$ cat config.mk
export PLATFORM = sky130hd
export DESIGN_NAME = issn_isbn_code_validator
export DESIGN_NICKNAME = d
export VERILOG_FILES = /design/src/rtl/iicv_pkg.sv /design/src/rtl/iicv_in_stage.sv /design/src/rtl/iicv_step.sv /design/src/rtl/iicv_out_stage.sv /design/src/rtl/issn_isbn_code_validator.sv
export SDC_FILE = /design/constraint.sdc
export NUM_CORES = 1
export LEC_CHECK = 0
export BUFFER_PORTS_ARGS = -buffer_cell sky130_fd_sc_hd__clkbuf_2
export CAP_MARGIN = 20
export CORE_UTILIZATION = 23
export DETAILED_ROUTE_END_ITERATION = 8
export PLACE_DENSITY = 0.43
export SYNTH_ARGS = -nofsm -noshare
export SYNTH_HDL_FRONTEND = slang
export SYNTH_SLANG_ARGS = --single-unit
export TNS_END_PERCENT = 100
$ cat constraint.sdc
create_clock -name clk -period 7.45 [get_ports clk]
set_input_delay 0 -clock clk [delete_from_list [all_inputs] [get_ports clk]]
set_output_delay 0 -clock clk [all_outputs]
set_load 0.03 [all_outputs]
$ cat src/rtl/iicv_pkg.sv
`default_nettype none

package iicv_pkg;

    // ASCII characters used by the format checks.
    localparam logic [7:0] CH_I     = 8'h49;
    localparam logic [7:0] CH_S     = 8'h53;
    localparam logic [7:0] CH_B     = 8'h42;
    localparam logic [7:0] CH_N     = 8'h4E;
    localparam logic [7:0] CH_SPACE = 8'h20;
    localparam logic [7:0] CH_DASH  = 8'h2D;
    localparam logic [7:0] CH_0     = 8'h30;
    localparam logic [7:0] CH_7     = 8'h37;
    localparam logic [7:0] CH_8     = 8'h38;
    localparam logic [7:0] CH_9     = 8'h39;
    localparam logic [7:0] CH_X     = 8'h58;

    // Character positions within a code.
    localparam logic [4:0] POS_KIND        = 5'd2;
    localparam logic [4:0] POS_MAX         = 5'd31;
    localparam logic [4:0] ISSN_HEAD_END   = 5'd5;
    localparam logic [4:0] ISSN_DASH_POS   = 5'd9;
    localparam logic [4:0] ISSN_DIGIT_END  = 5'd12;
    localparam logic [4:0] ISSN_LAST_POS   = 5'd13;
    localparam logic [4:0] ISSN_WEIGHT_TOP = 5'd13;
    localparam logic [4:0] ISBN_HEAD_END   = 5'd6;
    localparam logic [4:0] ISBN_PREFIX_POS = 5'd7;
    localparam logic [4:0] ISBN_DASH_POS   = 5'd8;
    localparam logic [4:0] ISBN_LAST_POS   = 5'd21;

    // ISBN group limits.
    localparam logic [3:0] FIRST_GROUP_DIGITS = 4'd5;
    localparam logic [3:0] SUM_DIGITS         = 4'd9;
    localparam logic [3:0] ISBN_DIGITS        = 4'd10;
    localparam logic [3:0] COUNT_MAX          = 4'd15;
    localparam logic [2:0] LAST_GROUP         = 3'd3;
    localparam logic [2:0] GROUP_MAX          = 3'd4;

    // EAN-13 sums of the prefix 978 and 979, already reduced mod 10.
    localparam logic [3:0] SUM_PREFIX_978 = 4'd8;
    localparam logic [3:0] SUM_PREFIX_979 = 4'd9;

    typedef enum logic [1:0] {
        KIND_ISSN = 2'd0,
        KIND_ISBN = 2'd1,
        KIND_NONE = 2'd2
    } kind_t;

    typedef struct packed {
        logic [7:0] ch;
        logic       last;
    } iicv_beat_t;

    typedef struct packed {
        logic       valid_res;
        kind_t      kind;
    } iicv_verdict_t;

    typedef struct packed {
        logic [4:0]  position;
        kind_t       code_kind;
        logic        format_error;
        logic [3:0]  sum11;
        logic [3:0]  sum10;
        logic [3:0]  digit_count;
        logic [2:0]  group_index;
        logic [3:0]  group_length;
        logic [16:0] first_group;
    } iicv_state_t;

    localparam iicv_state_t STATE_RESET = '{
        position:     5'd0,
        code_kind:    KIND_NONE,
        format_error: 1'b0,
        sum11:        4'd0,
        sum10:        4'd0,
        digit_count:  4'd0,
        group_index:  3'd0,
        group_length: 4'd0,
        first_group:  17'd0
    };

    // Reduces a value below 88 mod 11 by restoring subtraction.
    function automatic logic [3:0] mod11(input logic [6:0] v);
        logic [6:0] t;
        begin
            t = v;
            if (t >= 7'd44)
            begin
                t = t - 7'd44;
            end
            if (t >= 7'd22)
            begin
                t = t - 7'd22;
            end
            if (t >= 7'd11)
            begin
                t = t - 7'd11;
            end
            return t[3:0];
        end
    endfunction

    // Reduces a value below 40 mod 10.
    function automatic logic [3:0] mod10(input logic [5:0] v);
        logic [5:0] t;
        begin
            t = v;
            if (t >= 6'd20)
            begin
                t = t - 6'd20;
            end
            if (t >= 6'd10)
            begin
                t = t - 6'd10;
            end
            return t[3:0];
        end
    endfunction

    // Registration group ranges allowed for the first ISBN group.
    function automatic logic first_group_ok(input logic [16:0] v);
        begin
            return (v <= 17'd5) || (v == 17'd7) ||
                   (v >= 17'd80 && v <= 17'd94) ||
                   (v >= 17'd600 && v <= 17'd649) ||
                   (v >= 17'd950 && v <= 17'd989) ||
                   (v >= 17'd9900 && v <= 17'd9980) ||
                   (v >= 17'd99900 && v <= 17'd99999);
        end
    endfunction

    // Longest allowed length of the ISBN group being closed by a separator.
    function automatic logic [3:0] group_limit(input logic [2:0] gi);
        begin
            case (gi)
                3'd0:    return 4'd5;
                3'd1:    return 4'd7;
                3'd2:    return 4'd6;
                default: return 4'd0;
            endcase
        end
    endfunction

    function automatic logic [7:0] issn_head(input logic [4:0] p);
        begin
            case (p)
                5'd0:    return CH_I;
                5'd1:    return CH_S;
                5'd2:    return CH_S;
                5'd3:    return CH_N;
                default: return CH_SPACE;
            endcase
        end
    endfunction

    function automatic logic [7:0] isbn_head(input logic [4:0] p);
        begin
            case (p)
                5'd0:    return CH_I;
                5'd1:    return CH_S;
                5'd2:    return CH_B;
                5'd3:    return CH_N;
                5'd4:    return CH_SPACE;
                5'd5:    return CH_9;
                default: return CH_7;
            endcase
        end
    endfunction

endpackage

`default_nettype wire

$ cat src/rtl/iicv_in_stage.sv
`default_nettype none

module iicv_in_stage
    import iicv_pkg::*;
(
    input  wire logic       clk,
    input  wire logic       rst_n,
    input  wire logic       s_tvalid,
    output logic            s_tready,
    input  wire logic [7:0] s_tdata,
    input  wire logic       s_tlast,
    input  wire logic       advance,
    output logic            beat_vld,
    output iicv_beat_t      beat
);

    logic       vld_reg;
    logic       vld_next;
    iicv_beat_t beat_reg;
    logic       take;

    // The held beat leaves whenever the step logic consumes it.
    assign s_tready = !vld_reg || advance;
    assign take     = s_tvalid && s_tready;

    always_comb
    begin
        vld_next = vld_reg;
        if (take)
        begin
            vld_next = 1'b1;
        end
        else if (advance)
        begin
            vld_next = 1'b0;
        end
    end

    always_ff @(posedge clk or negedge rst_n)
    begin
        if (!rst_n)
        begin
            vld_reg <= 1'b0;
        end
        else
        begin
            vld_reg <= vld_next;
        end
    end

    always_ff @(posedge clk)
    begin
        if (take)
        begin
            beat_reg <= '{ch: s_tdata, last: s_tlast};
        end
    end

    assign beat_vld = vld_reg;
    assign beat     = beat_reg;

endmodule

`default_nettype wire

$ cat src/rtl/iicv_step.sv
`default_nettype none

module iicv_step
    import iicv_pkg::*;
(
    input  wire iicv_beat_t  beat,
    input  wire iicv_state_t cur,
    output iicv_state_t      nxt,
    output iicv_verdict_t    verdict
);

    logic [4:0]  p;
    logic        is_digit;
    logic [3:0]  d;
    logic [3:0]  w;
    logic [7:0]  prod11;
    logic [6:0]  acc11;
    logic [5:0]  mul10;
    logic [5:0]  acc10;
    logic [19:0] fg_x10;
    logic [7:0]  want11;
    logic [3:0]  want10;
    logic        issn_ok;
    logic        isbn_ok;
    iicv_state_t upd;

    assign p        = cur.position;
    assign is_digit = (beat.ch >= CH_0) && (beat.ch <= CH_9);
    assign d        = beat.ch[3:0];

    // ISSN weights run 8..5 before the dash and 4..2 after it.
    assign w      = (p < ISSN_DASH_POS) ? 4'(ISSN_WEIGHT_TOP - p)
                                        : 4'(ISSN_WEIGHT_TOP + 5'd1 - p);
    assign prod11 = {4'b0, d} * {4'b0, w};
    assign acc11  = prod11[6:0] + {3'b0, cur.sum11};

    // EAN-13 weights alternate 3 and 1 after the prefix.
    assign mul10  = cur.digit_count[0] ? {2'b0, d} : ({1'b0, d, 1'b0} + {2'b0, d});
    assign acc10  = mul10 + {2'b0, cur.sum10};

    assign fg_x10 = {cur.first_group, 3'b0} + {2'b0, cur.first_group, 1'b0} + {16'b0, d};

    always_comb
    begin
        upd = cur;
        if (p < POS_KIND)
        begin
            if (beat.ch != issn_head(p))
            begin
                upd.format_error = 1'b1;
            end
        end
        else if (p == POS_KIND)
        begin
            if (beat.ch == CH_S)
            begin
                upd.code_kind = KIND_ISSN;
            end
            else if (beat.ch == CH_B)
            begin
                upd.code_kind = KIND_ISBN;
            end
            else
            begin
                upd.code_kind = KIND_NONE;
            end
        end

        if (p >= POS_KIND)
        begin
            case (upd.code_kind)
                KIND_ISSN:
                begin
                    if (p < ISSN_HEAD_END)
                    begin
                        if (beat.ch != issn_head(p))
                        begin
                            upd.format_error = 1'b1;
                        end
                    end
                    else if (p == ISSN_DASH_POS)
                    begin
                        if (beat.ch != CH_DASH)
                        begin
                            upd.format_error = 1'b1;
                        end
                    end
                    else if (p <= ISSN_DIGIT_END)
                    begin
                        if (!is_digit)
                        begin
                            upd.format_error = 1'b1;
                        end
                        else
                        begin
                            upd.sum11 = mod11(acc11);
                        end
                    end
                end
                KIND_ISBN:
                begin
                    if (p <= ISBN_HEAD_END)
                    begin
                        if (beat.ch != isbn_head(p))
                        begin
                            upd.format_error = 1'b1;
                        end
                    end
                    else if (p == ISBN_PREFIX_POS)
                    begin
                        if (beat.ch == CH_8)
                        begin
                            upd.sum10 = SUM_PREFIX_978;
                        end
                        else if (beat.ch == CH_9)
                        begin
                            upd.sum10 = SUM_PREFIX_979;
                        end
                        else
                        begin
                            upd.format_error = 1'b1;
                        end
                    end
                    else if (p == ISBN_DASH_POS)
                    begin
                        if (beat.ch != CH_DASH)
                        begin
                            upd.format_error = 1'b1;
                        end
                    end
                    else if (p <= ISBN_LAST_POS)
                    begin
                        if (is_digit)
                        begin
                            if (cur.group_index == 3'd0 &&
                                cur.group_length < FIRST_GROUP_DIGITS)
                            begin
                                upd.first_group = fg_x10[16:0];
                            end
                            if (cur.digit_count < SUM_DIGITS)
                            begin
                                upd.sum10 = mod10(acc10);
                            end
                            if (cur.group_length < COUNT_MAX)
                            begin
                                upd.group_length = cur.group_length + 4'd1;
                            end
                            if (cur.digit_count < COUNT_MAX)
                            begin
                                upd.digit_count = cur.digit_count + 4'd1;
                            end
                        end
                        else
                        begin
                            // A separator closes the current group.
                            if (cur.group_length == 4'd0 ||
                                cur.group_length > group_limit(cur.group_index))
                            begin
                                upd.format_error = 1'b1;
                            end
                            if (cur.group_index == 3'd0 && !first_group_ok(cur.first_group))
                            begin
                                upd.format_error = 1'b1;
                            end
                            if (cur.group_index < GROUP_MAX)
                            begin
                                upd.group_index = cur.group_index + 3'd1;
                            end
                            upd.group_length = 4'd0;
                        end
                    end
                end
                default:
                begin
                end
            endcase
        end
    end

    always_comb
    begin
        if (upd.sum11 == 4'd0)
        begin
            want11 = CH_0;
        end
        else if (upd.sum11 == 4'd1)
        begin
            want11 = CH_X;
        end
        else
        begin
            want11 = CH_0 + {4'b0, 4'd11 - upd.sum11};
        end
    end

    assign want10 = (upd.sum10 == 4'd0) ? 4'd0 : (4'd10 - upd.sum10);

    assign issn_ok = (upd.code_kind == KIND_ISSN) && (p == ISSN_LAST_POS) &&
                     !upd.format_error && (beat.ch == want11);
    assign isbn_ok = (upd.code_kind == KIND_ISBN) && (p == ISBN_LAST_POS) &&
                     !upd.format_error && (upd.group_index == LAST_GROUP) &&
                     (upd.group_length == 4'd1) && (upd.digit_count == ISBN_DIGITS) &&
                     is_digit && (d == want10);

    assign verdict = '{valid_res: issn_ok || isbn_ok, kind: upd.code_kind};

    always_comb
    begin
        if (beat.last)
        begin
            nxt = STATE_RESET;
        end
        else
        begin
            nxt = upd;
            if (cur.position < POS_MAX)
            begin
                nxt.position = cur.position + 5'd1;
            end
        end
    end

endmodule

`default_nettype wire

$ cat src/rtl/iicv_out_stage.sv
`default_nettype none

module iicv_out_stage
    import iicv_pkg::*;
(
    input  wire logic          clk,
    input  wire logic          rst_n,
    input  wire logic          load,
    input  wire iicv_verdict_t verdict,
    output logic               slot_free,
    output logic               m_tvalid,
    input  wire logic          m_tready,
    output logic [7:0]         m_tdata
);

    logic          vld_reg;
    logic          vld_next;
    iicv_verdict_t verdict_reg;

    assign slot_free = !vld_reg || m_tready;

    always_comb
    begin
        vld_next = vld_reg;
        if (load)
        begin
            vld_next = 1'b1;
        end
        else if (m_tready)
        begin
            vld_next = 1'b0;
        end
    end

    always_ff @(posedge clk or negedge rst_n)
    begin
        if (!rst_n)
        begin
            vld_reg <= 1'b0;
        end
        else
        begin
            vld_reg <= vld_next;
        end
    end

    always_ff @(posedge clk)
    begin
        if (load)
        begin
            verdict_reg <= verdict;
        end
    end

    assign m_tvalid = vld_reg;
    assign m_tdata  = {5'b0, verdict_reg.kind, verdict_reg.valid_res};

endmodule

`default_nettype wire

$ cat src/rtl/issn_isbn_code_validator.sv
// Path: an accepted character beat is held in the input register; a last beat's
// verdict is loaded from there into the result register, which drives m_tvalid.
// Throughput: one character beat per cycle; the result register and the input register
// decouple the two sides, so only a held result that is not taken can stall a last beat.
// Reset (rst_n low, asynchronous) empties both registers and returns the parse state to
// position zero with no kind picked; the block is ready as soon as reset is released.
`default_nettype none

module issn_isbn_code_validator
    import iicv_pkg::*;
(
    input  wire logic       clk,
    input  wire logic       rst_n,
    // Input stream: one ASCII character of the code per beat.
    input  wire logic       s_tvalid,
    output logic            s_tready,
    input  wire logic [7:0] s_tdata,   // [7:0] ch
    input  wire logic       s_tlast,   // marks the final character of the code
    // Result stream: one beat per code.
    output logic            m_tvalid,
    input  wire logic       m_tready,
    output logic [7:0]      m_tdata    // [0] valid_res, [2:1] kind, [7:3] zero
);

    logic          beat_vld;
    iicv_beat_t    beat;
    logic          advance;
    logic          slot_free;
    iicv_state_t   state_reg;
    iicv_state_t   state_next;
    iicv_verdict_t verdict;

    // The held beat moves on every cycle unless it is the last character of a code
    // and the result register is still occupied by an untaken verdict.
    assign advance = beat_vld && (!beat.last || slot_free);

    iicv_in_stage u_in (
        .clk      (clk),
        .rst_n    (rst_n),
        .s_tvalid (s_tvalid),
        .s_tready (s_tready),
        .s_tdata  (s_tdata),
        .s_tlast  (s_tlast),
        .advance  (advance),
        .beat_vld (beat_vld),
        .beat     (beat)
    );

    // The whole per-character update (format checks, running mod 11 and mod 10 sums,
    // ISBN group tracking) and the verdict for a last character are computed here.
    iicv_step u_step (
        .beat    (beat),
        .cur     (state_reg),
        .nxt     (state_next),
        .verdict (verdict)
    );

    // Parse state for the code in progress; it returns to reset after each last beat.
    always_ff @(posedge clk or negedge rst_n)
    begin
        if (!rst_n)
        begin
            state_reg <= STATE_RESET;
        end
        else if (advance)
        begin
            state_reg <= state_next;
        end
    end

    iicv_out_stage u_out (
        .clk       (clk),
        .rst_n     (rst_n),
        .load      (advance && beat.last),
        .verdict   (verdict),
        .slot_free (slot_free),
        .m_tvalid  (m_tvalid),
        .m_tready  (m_tready),
        .m_tdata   (m_tdata)
    );

endmodule

`default_nettype wire

# Word level (Yosys, flattened, before mapping)
# Index checks and enable logic that the tools add are counted.
[word_totals]
word_cells = 250
input_bits = 13
output_inout_bits = 10
ff_bits = 58
[classes]
n_eq_ne = 31
add_sub_neg = 19
order_cmp = 32
n_mux = 98
n_reduce_logical = 54
n_mul = 1
[ops]
columns = ["op", "n"]
rows = [
  ["32-bit 2-to-1 mux", 4],
  ["7-bit 2-to-1 mux", 14],
  ["4-bit 2-to-1 mux", 22],
  ["8-bit 2-to-1 mux", 10],
  ["6-bit 2-to-1 mux", 10],
  ["44-bit 2-to-1 mux", 1],
  ["7-bit case mux with 6 select lines", 1],
  ["37-bit 2-to-1 mux", 1],
  ["17-bit by 10-bit >= comparator with 1-bit output (second input constant)", 2],
  ["17-bit by 10-bit <= comparator with 1-bit output (second input constant)", 2],
  ["17-bit 2-to-1 mux", 2],
  ["28-bit 2-to-1 mux", 1],
  ["8-bit != test", 3],
  ["1-bit logical AND", 21],
  ["1-bit 2-to-1 mux", 21],
  ["7-bit case mux with 3 select lines", 1],
  ["17-bit adder", 1],
  ["17-bit by 4-bit adder with 17-bit output", 1],
  ["17-bit by 3-bit == test with 1-bit output (second input constant)", 1],
  ["17-bit by 14-bit >= comparator with 1-bit output (second input constant)", 1],
  ["17-bit >= comparator (second input constant)", 1],
  ["17-bit by 7-bit >= comparator with 1-bit output (second input constant)", 1],
  ["17-bit by 14-bit <= comparator with 1-bit output (second input constant)", 1],
  ["17-bit <= comparator (second input constant)", 1],
  ["65 further kinds", 111],
]

# Depth between registers and ports, before layout
# Gate-level depths: netlist of run 1.
[depth]
word_depth = 36
depth_mapped = 35
mapped_depth_nobuf = 35

# By module
# Synthesis of run 1 repeated with hierarchy kept, for this count alone.
[unflattened]
cells_unflattened = 870
area_unflattened_um2 = 7310.8
[modules_own_cells]
columns = ["mod", "area_each_um2", "n_inst", "cells_each"]
rows = [
  ["iicv_step", 5142.4, 1, 749],
  ["issn_isbn_code_validator", 1665.3, 1, 96],
  ["iicv_in_stage", 324.1, 1, 13],
  ["iicv_out_stage", 178.9, 1, 12],
]

# Worst setup path before layout of run 1
# No wires, ideal clock.
[synth_path]
path_kind = "register to register"
start = "reg state_reg[41] (netlist name)"
end = "reg u_out.verdict_reg (netlist bit u_out.m_tdata[0]) (data pin)"
setup_ps = 170
slack_ps = 70
t_arrival_ps = 7210
path_buffers = 0
stages_incl_launch_ff = 31
period_less_slack_ps = 7380
cell_sequence = "dfrtp_1 inv_1 ha_1 nand2_1 a21oi_1 mux2i_1 and2_1 fa_1 inv_1 fa_1 inv_1 fa_1 ha_1 and4_1 a211oi_2 xor3_2 nor2_1 xnor2_2 ha_1 a211o_1 a32o_1 nor3_4 a211oi_1 a311o_1 o21ai_0 ha_1 inv_1 or4_4 a21oi_2 a211oi_1 o32ai_2"
[synth_lines]
columns = ["item", "line_no", "source"]
rows = [
  ["start: declaration", "issn_isbn_code_validator.sv:29", "iicv_state_t state_reg;"],
  ["start signal: assignment", "issn_isbn_code_validator.sv:67", "state_reg <= state_next;"],
  ["end signal: assignment", "iicv_out_stage.sv:51", "verdict_reg <= verdict;"],
  ["end: declaration", "iicv_out_stage.sv:18", "iicv_verdict_t verdict_reg;"],
]

==> flow_metrics.tcl, run 1 <==
set metrics [dict create \
    status "finished clean" \
    start_kind "flop" \
    start_util_pct 23.4 \
    die_x_um 173 \
    synth_ff_type "dfrtp_1" \
    syn_to_final_growth_pct 18.5 \
    cts_tree "yes" \
    grt_pass1_vias 6158 \
    cts-root-buf "clkbuf_16" \
    hold_path.class "input port to async pin" \
    required_ps 7620 \
    yosysWarningCount 0 \
    cp_common_cell "inv_1" \
    grt_usage_pct 13.7 \
    synthCells 830 \
    nets 980 \
    synth_largest_area_cell "dfrtp_1" \
    holdWs_ps 311 \
    n_fill_cell 3074 \
    tns_ps 0 \
    slowest_delay_ps 540 \
    finalCritPeriodShare_pct 95.4 \
    syn-cell-area_mm2 0.00673 \
    slowest_stage "fa_1" \
    critPathBufInv 6 \
    grt_overflow 0 \
    post-dp-hpwl_um 15200 \
    worstReg2RegStart "state_reg[40]$_DFFE_PN0P_" \
    ys_top_cells_by_area "dfrtp_1 (17%), ha_1 (15%), edfxtp_1 (5.4%)" \
    io_pins 23 \
    slew_viol_final 0 \
    fin_ws_ps 341 \
    worstRegToRegCells 33 \
    drive_gt1_share_pct 12.5 \
    row_count 62 \
    max_freq_mhz 141 \
    synth_top_area_share_pct 16.7 \
    setup_viol 0 \
    final.min_clock_period_ps 7110 \
    vias 6161 \
    gp_congestion 0.838 \
    path_class "flop to flop" \
    slew_headroom_pct 33.5 \
    firstDrtPassIters 5 \
    synth.distinct_cells 91 \
    worst-slew-pin-transition_ps 973 \
    synth_edf_count 12 \
    cts.sinks 58 \
    rrSetupSlack_ps 340 \
    syn_avg_cell_area_um2 8.11 \
    place_ws_ps -16.3 \
    htreeDepth 3 \
    async_reset_ff_share_pct 79.3 \
    port_buffers 17 \
    drc 0 \
    ys_ff_latch 58 \
    grt_pass1_wl_um 32600 \
    yosysSeqAreaShare_pct 22.5 \
    drt-total-wl_um 19900 \
    die_h_um 173 \
    p_leak_nw 3.43 \
    core_mm2 0.0288 \
    largest_reg_flops 44 \
    cts_buffer_depth 2 \
    grt_max_degree 47 \
    drt_iter0_drc 300 \
    path_max_fanout 6 \
    max-cap-violations 0 \
    critPathTopFamily "adder cells" \
    fin_skew_ps 5.60 \
    clk_latency_ps 350 \
    cts_buffers 9 \
    crit_path_end_kind "flop" \
    fin_util_pct 27.7 \
    wl_per_cell_um 15.7 \
    via_per_inst 4.87 \
    antenna_found_initial 0 \
    ir_drop_mv 0.193 \
    crit_arrival_ps 7280 \
    startpoint "state_reg[40]$_DFFE_PN0P_" \
    r2r_end "u_out.m_tdata[0]$_DFFE_PP_" \
    p_per_area_mw_per_mm2 277 \
    path_clk_slew_ps 60 \
    dieArea_mm2 0.0299 \
    hold_viol 0 \
    ant_nets 0 \
]
-- cells in the final DEF (no fill, tap or decap), types with 6 or more instances in the layout --
master         count
a211oi_1          14
a21o_1             8
a21oi_1           58
a22o_1            10
a31oi_1           11
and2_1            15
buf_4             35
clkbuf_16          9
clkbuf_2          17
dfrtp_1           45
dlygate4sd3_1     13
edfxtp_1          12
fa_1              10
ha_1              81
inv_1             65
nand2_1           76
nand2b_1          14
nand3_1           20
nand4_1           14
nor2_1            46
nor2b_1           14
nor3_1            25
nor4_1             7
o21ai_0           68
o21ai_1            7
o22ai_1           12
or3_1              6
xnor2_1           22
xor2_1             7
-- how the worst max path moves through the flow --
stage | to | slack [ps] | cells past startpoint
6_report | u_out.m_tdata[0]$_DFFE_PP_ | 340 | 33
5_1_grt | u_out.m_tdata[0]$_DFFE_PP_ | -10 | 32
4_1_cts | u_out.m_tdata[0]$_DFFE_PP_ | 70 | 33
3_5_place_dp | u_out.m_tdata[0]$_DFFE_PP_ | -20 | 33
3_3_place_gp | u_out.m_tdata[0]$_DFFE_PP_ | 100 | 31
2_1_floorplan | u_out.m_tdata[0]$_DFFE_PP_ | 70 | 30
-- where the power goes --
| group | switching, W | leakage [nW] | total, W | internal, W |
|---|---|---|---|---|
| logic | 0.000767 | 2.54 | 0.00138 | 0.000616 |
| clock network | 0.000165 | 0.150 | 0.000456 | 0.000290 |
| registers | 0.0000304 | 0.741 | 0.000372 | 0.000341 |
-- layer usage --
metal	share of wire (%)	track usage, %	up-vias
met1	49	18.5	2949
met5	0	0	-
li1	-	-	3108
met3	2.8	2.22	17
met4	1.8	4.31	0
met2	46	22.1	87
-- tightest hold or removal path, stage by stage --
cell and delay, ps:
dlygate4sd3_1 520, clkbuf_2 90, buf_4 530
-- what timing repair did --
item	CTS	global route
pin swaps	0	10
setup endpoints to repair	1	1
resized for setup	1	22
hold buffers	13	0
hold endpoints to repair	56	0
setup buffers	0	4
gates cloned	0	0
-- final cells by class --
| type | count | area, um2 | share of cell area [%] |
|---|---|---|---|
| diodes | 1 | 2.50 | 0.0314 |
| clock buffers | 10 | 229 | 2.87 |
| clock inverters | 6 | 81.3 | 1.02 |
| inverters | 65 | 244 | 3.06 |
| multi-input cells | 675 | 4940 | 62.0 |
| flip-flops and latches | 58 | 1510 | 19.0 |
| well taps | 384 | 480 | 6.03 |
| repair buffers | 65 | 478 | 6.00 |
-- metrics by stage --
step                      power, W  instance area, um2  cells
after CTS                  0.00213                7830   1259
after floorplan            0.00134                6740    834
after global placement     0.00166                7380   1230
after detailed placement   0.00165                7380   1230
after global routing       0.00238                7970   1263
final                      0.00221                7970   1264
-- synthesized netlist by cell type (all sizes together) (4+ instances only) --
cell	instances
or2	5
o21ai	76
inv	65
a21o	8
o211ai	5
a22o	10
nor2	47
a2111oi	4
and3	4
nand3	21
or4	4
mux2i	7
and2	17
o22ai	12
dfrtp	45
nor3	27
or3	7
xnor2	25
nor2b	14
o21a	4
nand2	76
nand4	14
xor2	9
ha	83
buf	9
a22oi	4
nand2b	15
edfxtp	12
nor4	7
a211oi	16
clkbuf	27
a31oi	13
fa	10
a211o	5
nor3b	4
a21oi	63
-- kinds of logic after synthesis --
group	count (synthesis)	synth area share [%]
flops	58	22.5
buf+inv	101	5.97
xor+xnor	36	5.24
mux	10	1.78
other cells	1	0.0557
fa+ha+maj	93	18.4
simple gates	273	21.0
compound gates	258	25.0
(Power assumes the default switching activity.)
==> inputs of run 2 (changes only) <==
- CORE_MARGIN: default -> 5
==> flow_metrics.tcl, run 2 (same netlist as run 1, synthesis figures left out) <==
set metrics [dict create \
    antenna_found_initial 0 \
    status "finished clean" \
    p_per_area_mw_per_mm2 274 \
    cts_tree "yes" \
    fin_util_pct 27.4 \
    place_ws_ps 81.8 \
    firstDrtPassIters 4 \
    core_mm2 0.0288 \
    setup_viol 0 \
    tns_ps 0 \
    largest_reg_flops 44 \
    p_seq_share_pct 17.2 \
    drt-total-wl_um 19400 \
    drive_gt1_share_pct 12.9 \
    drc 0 \
    worst-slew-pin-transition_ps 919 \
    slew_headroom_pct 38.5 \
    port_buffers 17 \
    cts.sinks 58 \
    die_x_um 181 \
    n_fill_cell 3131 \
    fin_ws_ps 395 \
    dieArea_mm2 0.0328 \
    hold_path.class "input port to async pin" \
    nets 974 \
    required_ps 7620 \
    crit_arrival_ps 7220 \
    via_per_inst 4.86 \
    slowest_delay_ps 520 \
    final_cell_mix "ha_1 (79), nand2_1 (75), o21ai_0 (70), inv_1 (63), a21oi_1 (58)" \
    finalCritPeriodShare_pct 94.7 \
    rsz0062_at_grt "false" \
    grt_overflow 0 \
    swShare_pct 44.9 \
    p_int_w 0.00119 \
    slowest_stage "fa_1" \
    post-dp-hpwl_um 14700 \
    crit_path_end_kind "flop" \
    slew_viol_final 0 \
    path_clk_slew_ps 50 \
    vias 6105 \
    p_leak_nw 3.38 \
    path_class "flop to flop" \
    syn_to_final_growth_pct 17.2 \
    cts_buffers 9 \
    path_max_fanout 9 \
    ir_drop_mv 0.181 \
    power_switching_w 0.000970 \
    grt_usage_pct 11.9 \
    cts-root-buf "clkbuf_16" \
    wl_met3_um 622 \
    row_count 62 \
    cts_buffer_depth 2 \
    grt_pass1_vias 6013 \
    wl_per_cell_um 15.4 \
    holdWs_ps 328 \
    clk_latency_ps 340 \
    ant_nets 0 \
    power_frac_comb_pct 65.3 \
    grt_pass1_wl_um 32200 \
    place_area_mm2 0.00735 \
    max-cap-violations 0 \
    die_h_um 181 \
    start_kind "flop" \
    m1WireLength_um 9620 \
    htreeDepth 3 \
    fin_skew_ps 6.11 \
    final_cell_area_mm2 0.00788 \
    hold_viol 0 \
    grt_max_degree 47 \
    start_util_pct 23.4 \
    route.top_layer_used "met4" \
    layout_commonest_cell "ha_1" \
    diodes 0 \
    final.min_clock_period_ps 7050 \
    pwr-share-clk_pct 17.5 \
    io_pins 23 \
    gp_congestion 0.846 \
    drt_iter0_drc 267 \
    dr_wl_met2_um 8830 \
    max_freq_mhz 142 \
]
## run 2: changes by cell type in the layout (fill, tap and decap cells not counted), sizes merged
| cell | change |
|---|---|
| buf | -5 |
| bufinv | -2 |
| clkinv | +1 |
| diode | -1 |
| clkinvlp | +1 |
| dlygate4sd3 | -1 |
## run 2: final timing paths
path | startpoint | endpoint | slack [ps] | cells after the start
min in group clk | s_tdata[5] | u_in.beat[6]$_DFFE_PP_ | 370 | 2
min reg2reg | state_reg[36]$_DFFE_PN0P_ | state_reg[36]$_DFFE_PN0P_ | 480 | 2
max reg2reg | state_reg[40]$_DFFE_PN0P_ | u_out.m_tdata[0]$_DFFE_PP_ | 400 | 28
max | state_reg[40]$_DFFE_PN0P_ | u_out.m_tdata[0]$_DFFE_PP_ | 400 | 28
min | rst_n | state_reg[4]$_DFFE_PN0P_ | 330 | 3
max in group asynchronous | rst_n | state_reg[29]$_DFFE_PN0P_ | 6640 | 3
## run 2: repair_timing
item                                   CTS  global route
endpoints found under the hold margin   56             0
setup endpoints to repair                0             1
hold buffers                            12             0
buffers inserted                         0             4
gates resized for setup                  0            27
## run 2: layout make-up
| class | instances | area (um2) | area share (%) |
|---|---|---|---|
| multi-input cells | 675 | 4950 | 62.8 |
| repair buffers | 59 | 430 | 5.46 |
| well taps | 384 | 480 | 6.09 |
| inverters | 65 | 244 | 3.09 |
| clock inverters | 6 | 33.8 | 0.429 |
| clock buffers | 10 | 229 | 2.90 |
| flip-flops and latches | 58 | 1510 | 19.2 |
## run 2: critical path, delay by kind of cell, from the launching register on
kind / cells / cell delay (ps)
buf+inv: 5 / 510
fa+ha+maj: 6 / 2180
xor+xnor: 2 / 550
simple gates: 6 / 1730
flops: 1 / 380
mux: 1 / 130
compound gates: 8 / 1420
## run 2: power by group through the flow
stage | Combinational, W | Clock, W | Sequential [W]
2_1_floorplan | 0.000977 | 0 | 0.000367
3_3_place_gp | 0.00127 | 0 | 0.000378
3_5_place_dp | 0.00126 | 0 | 0.000377
4_1_cts | 0.00127 | 0.000389 | 0.000371
5_1_grt | 0.00156 | 0.000401 | 0.000376
6_report | 0.00141 | 0.000379 | 0.000371
## run 2: stage by stage
stage / instances / power, W
3_3_place_gp: 1225 / 0.00165
6_report: 1257 / 0.00216
4_1_cts: 1253 / 0.00203
5_1_grt: 1257 / 0.00234
2_1_floorplan: 834 / 0.00134
3_5_place_dp: 1225 / 0.00164
## run 2: layer usage
layer / GRT usage (%) / up-vias
met5: 0 / -
met4: 3.09 / 0
met3: 2.09 / 20
met2: 19.0 / 89
met1: 16.8 / 2898
li1: - / 3098
